## config.mk

```make
export PLATFORM = sky130hd
export DESIGN_NAME = el_queue
export DESIGN_NICKNAME = d
export VERILOG_FILES = /design/src/expression_lexer_core_defines.svh /design/src/el_pkg.sv /design/src/el_queue.sv
export SDC_FILE = /design/constraint.sdc
export NUM_CORES = 1
export LEC_CHECK = 0
export BUFFER_PORTS_ARGS = -buffer_cell sky130_fd_sc_hd__buf_4
export CORE_ASPECT_RATIO = 1.1
export CORE_MARGIN = 5
export CORE_UTILIZATION = 45
export DETAILED_ROUTE_END_ITERATION = 6
export PLACE_DENSITY = 0.67
export SKIP_CTS_REPAIR_TIMING = 1
export SLEW_MARGIN = 20
export SYNTH_ARGS = -nofsm -noshare
export SYNTH_HDL_FRONTEND = slang
export SYNTH_SLANG_ARGS = --single-unit
```

## constraint.sdc

```tcl
create_clock -name clk_i -period 16.1 [get_ports clk_i]
set_input_delay 0.805 -clock clk_i [delete_from_list [all_inputs] [get_ports clk_i]]
set_output_delay 0.805 -clock clk_i [all_outputs]
set_load 0.02 [all_outputs]
```

## src/expression_lexer_core_defines.svh

```systemverilog
// assertion macros for the expression lexer
`ifndef EXPRESSION_LEXER_CORE_DEFINES_SVH
`define EXPRESSION_LEXER_CORE_DEFINES_SVH
`ifndef SYNTHESIS
`define EL_ASSERT(label, prop) \
  label: assert property (@(posedge clk_i) disable iff (!rst_ni) (prop)) \
    else $error("expression lexer assertion failed");
`define EL_ASSERT_ALWAYS(label, prop) \
  label: assert property (@(posedge clk_i) (prop)) \
    else $error("expression lexer assertion failed");
`else
`define EL_ASSERT(label, prop)
`define EL_ASSERT_ALWAYS(label, prop)
`endif
`endif

```

## src/el_pkg.sv

```systemverilog
package el_pkg;

  localparam int unsigned MAX_LINE_DEF = 1024;
  localparam int unsigned MAX_TOKS_DEF = 256;

  localparam int unsigned CH_W    = 8;
  localparam int unsigned KIND_W  = 3;
  localparam int unsigned POS_W   = 11;
  localparam int unsigned VAL_W   = 31;
  localparam int unsigned IDX_W   = 9;
  localparam int unsigned STAT_W  = 3;

  // at most three words come out of one character
  localparam int unsigned MAX_RES   = 3;
  localparam int unsigned RES_CNT_W = $clog2(MAX_RES + 1);

  localparam int unsigned Q_DEPTH = 4;
  localparam int unsigned Q_CNT_W = $clog2(Q_DEPTH + 1);

  typedef enum logic [KIND_W-1:0] {
    KIND_IDENT = 3'd0,
    KIND_INT   = 3'd1,
    KIND_REAL  = 3'd2,
    KIND_STR   = 3'd3,
    KIND_OP    = 3'd4,
    KIND_END   = 3'd5
  } tok_kind_e;

  typedef enum logic [STAT_W-1:0] {
    ST_OK       = 3'd0,
    ST_STR_OPEN = 3'd1,
    ST_BAD_CHAR = 3'd2,
    ST_NO_EXP   = 3'd3,
    ST_INT_OVF  = 3'd4
  } tok_status_e;

  typedef struct packed {
    tok_kind_e          kind;
    logic [POS_W-1:0]   start_pos;
    logic [POS_W-1:0]   tok_len;
    logic [VAL_W-1:0]   int_value;
    logic [IDX_W-1:0]   token_index;
    tok_status_e        status;
    logic               last;
  } tok_t;

  typedef struct packed {
    logic [Q_CNT_W-1:0] count;
    logic               room;
  } q_stat_t;

endpackage

```

## src/el_queue.sv

```systemverilog
module el_queue (
  input  logic                                clk_i,
  input  logic                                rst_ni,
  input  logic [el_pkg::RES_CNT_W-1:0]        wr_n_i,
  input  el_pkg::tok_t [el_pkg::MAX_RES-1:0]  wr_data_i,
  input  logic                                rd_ready_i,
  output logic                                rd_valid_o,
  output el_pkg::tok_t                        rd_data_o,
  output el_pkg::q_stat_t                     stat_o
);
  import el_pkg::*;

  localparam int unsigned QaW = $clog2(Q_DEPTH);

  tok_t               mem_q [Q_DEPTH];
  logic [QaW-1:0]     head_q, head_d;
  logic [QaW-1:0]     tail_q, tail_d;
  logic [Q_CNT_W-1:0] count_q, count_d;
  logic               pop;

  assign rd_valid_o = (count_q != '0);
  assign rd_data_o  = mem_q[head_q];
  assign pop        = rd_valid_o && rd_ready_i;

  assign head_d  = head_q + QaW'(pop);
  assign tail_d  = tail_q + QaW'(wr_n_i);
  assign count_d = count_q + Q_CNT_W'(wr_n_i) - Q_CNT_W'(pop);

  // room for the most words one character can produce
  assign stat_o.count = count_q;
  assign stat_o.room  = (count_q <= Q_CNT_W'(Q_DEPTH - MAX_RES));

  always_ff @(posedge clk_i or negedge rst_ni) begin
    if (!rst_ni) begin
      head_q  <= '0;
      tail_q  <= '0;
      count_q <= '0;
    end else begin
      head_q  <= head_d;
      tail_q  <= tail_d;
      count_q <= count_d;
    end
  end

  always_ff @(posedge clk_i) begin
    for (int i = 0; i < MAX_RES; i++) begin
      if (RES_CNT_W'(i) < wr_n_i) mem_q[QaW'(tail_q + QaW'(i))] <= wr_data_i[i];
    end
  end

endmodule

```

==> metrics.log, run 1 <==
[metrics] number of global-route vias before repair: 14.0k
[metrics] path class of the lowest-slack min-delay path: in2async
[metrics] register clock-pin slew on the reported worst setup and hold paths: 60 ps
[metrics] I/O pins: 286
[metrics] worst clock skew: 6.12 ps
[metrics] combined global-route utilization of all metal layers: 25.8%
[metrics] starting density of the core: 45.4%
[metrics] WS Path Type: reg2out
[metrics] type of element capturing the critical path: output pin
[metrics] count of final max-slew check failures: 0
[metrics] top area cells in the synthesized netlist: edfxtp_1 (52%), nand2_1 (13%), a31oi_1 (11%)
[metrics] antenna violations before repair: 3
[metrics] Netlist cell types: 32
[metrics] setup slack, reg-to-reg: 13000 ps
[metrics] maximum single-stage delay on the critical path: 860 ps
[metrics] Synth top cells by count: nand2_1 (553), nor2_1 (279), a31oi_1 (276), edfxtp_1 (276), buf_2 (81)
[metrics] growth of design area from synthesis to finish: 20.2%
[metrics] endpoint arrival time on the critical path: 3080 ps
[metrics] number of synthesized register bits: 283
[metrics] Worst-Margin Slew: 1050 ps
[metrics] syn_nets: 1857
[metrics] leakage power: 7.58 nW
[metrics] number of CTS-inserted buffers: 31
[metrics] Antenna Violating Nets Remaining: 0
[metrics] required time of the worst setup path: 15290 ps
[metrics] highest ir drop seen on vdd: 112 uV
[metrics] wire length of the first global-routing pass: 79.8 mm
[metrics] via/cell ratio: 6.04
[metrics] worst path cell trace: buf_4 -> mux4_2 -> buf_4
[metrics] CTS HTree Levels: 1
[metrics] placement row count: 72
[metrics] routed length per placed instance: 22.7 um
[metrics] share of the clock period used by the worst path after layout: 24.1%
[metrics] Max Freq: 257 MHz
[metrics] final hold viol count: 0
[metrics] Layout fillers: 2982
[metrics] maximum number of pins on one net before global-route repair: 91
[metrics] DRT Pass-1 Iters: 6
[metrics] post-synth top area share: 52.1%
[metrics] library cell contributing the largest single delay on the critical path: dfrtp_4
[metrics] input/output buffers: 285
[metrics] total routed wirelength: 52.4 mm
[metrics] most frequent cell after synthesis: nand2_1
[metrics] final global-route overflow total: 0
[metrics] count of buffer and inverter cells on the critical path: 2
[metrics] Syn Inst Count: 1641
[metrics] Final Total Pwr: 0.00373 W
[metrics] EDFF count, synth: 276
[metrics] Yosys warning total: 0
[metrics] Top Family by Delay on Critical Path: buffers and inverters
[metrics] power per standard cell area: 195 nW/um2
[metrics] sequential cell area: 8470 um2
[metrics] latest clock arrival within the worst-skew pair: 550 ps
[metrics] half-perimeter wire length after detailed placement: 32.2 mm
[metrics] number of DRC markers in iteration 0: 1448
[metrics] area of the multi-input gates: 6790 um2
[metrics] clock tree from TritonCTS: built
[metrics] Max clock buf depth: 3
[metrics] Setup-failing EPs final: 0
[metrics] fraction of registers with async set or reset after synthesis: 2.47%
[metrics] largest fanout on the critical path: 41
[metrics] fraction of final layout cells with drive strength greater than 1: 23.4%
[metrics] cell taking the most area after synthesis: edfxtp_1
[metrics] unrepaired setup endpoints after global routing: no
[metrics] final estimated routing congestion in global placement: 0.874
[metrics] library cell used as clock root buffer: clkbuf_16
[metrics] number of maximum-capacitance violations: 0
[metrics] min Tclk post-route: 3880 ps
[metrics] mean instance size in the synthesized netlist: 9.70 um2
[metrics] Slew Limit Headroom: 29.7%
[metrics] die span in x: 189 um
[metrics] synthesized area: 15900 um2
[metrics] via count: 14.0k
[metrics] CP most frequent cell: buf_4
[metrics] number of clock sinks seen by CTS: 283
[metrics] Core Region: 35000 um2
[metrics] Remaining DRCs: 0
[metrics] NumNets Final: 2061
[metrics] crit path launch type: register
[metrics] setup total negative slack: 0 ps
[metrics] share of the yosys chip area belonging to registers: 53.2%
[metrics] die boundary height: 207 um
[metrics] die outline area: 39200 um2
[metrics] result of the run: complete, no violations
[metrics] Main synth FF type: edfxtp_1
==> power by group <==
group          switching (W)  internal (W)
sequential          0.000144       0.00125
combinational       0.000996      0.000667
clock               0.000289      0.000382
total                0.00143       0.00230
==> worst paths after layout <==
check                      cells past startpoint       start       endpoint
max in group asynchronous                      1      rst_ni      head_q[1]
max                                            3   head_q[0]  rd_data_o[46]
min                                            1      rst_ni     count_q[1]
min reg2reg                                    1  count_q[2]     count_q[2]
min in group clk_i                             3  rd_ready_i      head_q[0]
max reg2reg                                    3   tail_q[0]   mem_q[2][51]
==> metrics by stage <==
step	hold slack, ps	utilization, %	instances	instance area (um2)	setup WS, ps
after floorplan	509	-	1641	15900	9200
after global placement	584	51.9	2256	18200	12730
after detailed placement	603	51.9	2256	18200	12700
after CTS	31.6	54.6	2313	19100	12090
after global routing	35.3	54.6	2314	19100	11960
final	51.1	54.6	2314	19100	12220
==> final cells by class <==
| type | count | area share, % |
|---|---|---|
| Inverter | 5 | 0.0981 |
| Clock inverter | 21 | 0.785 |
| Antenna cell | 1 | 0.0131 |
| Sequential cell | 283 | 44.3 |
| Clock buffer | 36 | 4.15 |
| Multi-Input combinational cell | 1212 | 35.5 |
| Timing Repair Buffer | 312 | 12.2 |
| Tap cell | 444 | 2.90 |
==> state kept, by name, summed over array words and instances (netlist names) <==
name	flops
mem_q	276
count_q	3
head_q	2
tail_q	2
==> per-layer routing <==
layer  up-vias  part of all wire, %  global-route usage, %
li1       6296                    -                      -
met1      6705                   38                   33.8
met2       843                   48                   43.6
met3       127                   11                   5.58
met4         4                  2.5                   7.53
met5         -                0.051                      0
==> cells in the final DEF (no fill, tap or decap), types with 7 or more instances in the layout <==
cell type,Yosys,layout
nand2_1,553,553
buf_4,13,312
nor2_1,279,279
a31oi_1,276,276
edfxtp_1,276,276
mux4_2,69,69
clkbuf_16,0,31
clkinv_1,0,10
clkinv_2,0,7
==> cells by family after synthesis <==
logic type | Yosys count | share of synthesized area, %
flops | 283 | 53.2
xor+xnor | 6 | 0.330
mux | 70 | 9.83
simple gates | 848 | 20.5
fa+ha+maj | 4 | 0.362
compound gates | 284 | 11.1
buf+inv | 146 | 4.72
No activity file was read; power rests on OpenSTA's default activity.
==> inputs of run 2 (changes only) <==
- clock period: 16.1 -> 3.8 ns (I/O delays scaled with it)
==> metrics.log, run 2 (synthesis gave the netlist of run 1 again) <==
[metrics] number of DRC markers in iteration 0: 1503
[metrics] required time of the worst setup path: 4120 ps
[metrics] number of CTS-inserted buffers: 31
[metrics] number of global-route vias before repair: 13.9k
[metrics] worst clock skew: 17.4 ps
[metrics] clock tree from TritonCTS: built
[metrics] Antenna Violating Nets Remaining: 0
[metrics] library cell used as clock root buffer: clkbuf_16
[metrics] Register-to-Register Path Depth: 4
[metrics] endpoint arrival time on the critical path: 3310 ps
[metrics] reg2reg end: mem_q[3][37]
[metrics] maximum number of pins on one net before global-route repair: 83
[metrics] die outline area: 39200 um2
[metrics] Max Freq: 335 MHz
[metrics] DRT Pass-1 Iters: 6
[metrics] final estimated routing congestion in global placement: 0.827
[metrics] registers with the most flip-flops: mem_q: 276 flops, count_q: 3 flops
[metrics] input/output buffers: 285
[metrics] startpoint of the most critical register-to-register path: tail_q[1]
[metrics] half-perimeter wire length after detailed placement: 31.0 mm
[metrics] number of clock sinks seen by CTS: 283
[metrics] die span in x: 189 um
[metrics] leakage power: 7.77 nW
[metrics] fraction of final layout cells with drive strength greater than 1: 23.7%
[metrics] starting density of the core: 45.4%
[metrics] terminating pin of the worst hold path: mem_q[1][50]
[metrics] Worst-Margin Slew: 1050 ps
[metrics] count of final max-slew check failures: 0
[metrics] number of maximum-capacitance violations: 0
[metrics] placement row count: 72
[metrics] register clock-pin slew on the reported worst setup and hold paths: 60 ps
[metrics] Top reg by flops: mem_q
[metrics] growth of design area from synthesis to finish: 22.9%
[metrics] setup slack, reg-to-reg: 820 ps
[metrics] Layout fillers: 2994
[metrics] area post-placement: 18400 um2
[metrics] type of element capturing the critical path: register
[metrics] failing checks: hold timing
[metrics] share of the clock period used by the worst path after layout: 78.5%
[metrics] max reg flops: 276
[metrics] result of the run: complete, but fails checks
[metrics] post-route worst hold slack: -3.33 ps
[metrics] total routed wirelength: 52.7 mm
[metrics] NumNets Final: 2088
[metrics] die boundary height: 207 um
[metrics] unrepaired setup endpoints after global routing: no
[metrics] Remaining DRCs: 0
[metrics] routed length per placed instance: 22.5 um
[metrics] Core Region: 35000 um2
[metrics] most common cell after layout, fill and taps aside: nand2_1
[metrics] Worst Min Path Start: wr_data_i[188]
[metrics] combined global-route utilization of all metal layers: 25.8%
[metrics] final hold viol count: 3
[metrics] crit path launch type: register
[metrics] sequential cell area: 8470 um2
[metrics] via/cell ratio: 6.03
[metrics] most frequent cells in the layout: nand2_1 (553), buf_4 (309), nor2_1 (279)
[metrics] cell count of the worst hold path: 3
[metrics] CTS HTree Levels: 1
[metrics] wire length of the first global-routing pass: 79.6 mm
[metrics] final global-route overflow total: 0
[metrics] antenna violations before repair: 4
[metrics] power per standard cell area: 824 nW/um2
[metrics] latest clock arrival within the worst-skew pair: 570 ps
[metrics] WS Path Type: reg2reg
[metrics] largest fanout on the critical path: 82
[metrics] highest ir drop seen on vdd: 693 uV
[metrics] Setup-failing EPs final: 0
[metrics] Non-Filler Cell Area, Final: 19600 um2
[metrics] Slew Limit Headroom: 29.7%
[metrics] I/O pins: 286
[metrics] path class of the lowest-slack min-delay path: in2reg
[metrics] min Tclk post-route: 2980 ps
[metrics] area of the multi-input gates: 6790 um2
[metrics] via count: 14.1k
[metrics] Max clock buf depth: 3
[run 2: area by class of cell]
type,instances,area share [%]
flip-flops and latches,283,43.3
multi-input cells,1212,34.7
repair buffers,339,14.0
clock buffers,37,4.08
well taps,444,2.84
clock inverters,21,0.934
inverters,5,0.0960
diodes,4,0.0512
[run 2: per-stage QoR]
| stage | TNS, ps | total power, W | setup WS, ps | utilization (%) | cells |
|---|---|---|---|---|---|
| 6_report | 0 | 0.0161 | 815 | 55.8 | 2345 |
| 5_1_grt | 0 | 0.0169 | 691 | 55.8 | 2345 |
| 4_1_cts | 0 | 0.0162 | 950 | 55.2 | 2322 |
| 3_5_place_dp | 0 | 0.0132 | 1030 | 52.4 | 2264 |
| 3_3_place_gp | 0 | 0.0131 | 1060 | 52.4 | 2264 |
| 2_1_floorplan | -64680 | 0.0103 | -469 | - | 1641 |
[run 2: report_power, final]
group          internal [W]  total, W  leakage [nW]  switching (W)
clock network       0.00169   0.00295         0.483        0.00126
registers           0.00527   0.00587          2.74       0.000600
logic               0.00298   0.00728          4.54        0.00430
[run 2: how the worst max path moves through the flow]
stage	endpoint	slack, ps	depth (start not counted)	start
global route	mem_q[3][37]	690	4	tail_q[1]
detailed placement	mem_q[0][29]	1030	4	tail_q[1]
floorplan	mem_q[1][0]	-470	3	tail_q[0]
finish	mem_q[3][37]	820	4	tail_q[1]
global placement	mem_q[1][22]	1060	4	tail_q[1]
CTS	rd_data_o[39]	950	3	head_q[0]
[run 2: worst max-delay path: stages, from the launching register on]
cell and delay [ps]:
dfrtp_1 860, nand4b_1 230, buf_4 780, a31oi_1 220, dlygate4sd3_1 620
[run 2: routing by layer]
metal	part of all wire [%]	track usage (%)	vias to the layer above
li1	-	-	6354
met1	37	33.2	6795
met2	49	43.8	847
met3	10	4.52	142
met4	3.3	9.73	0
met5	0	0	-
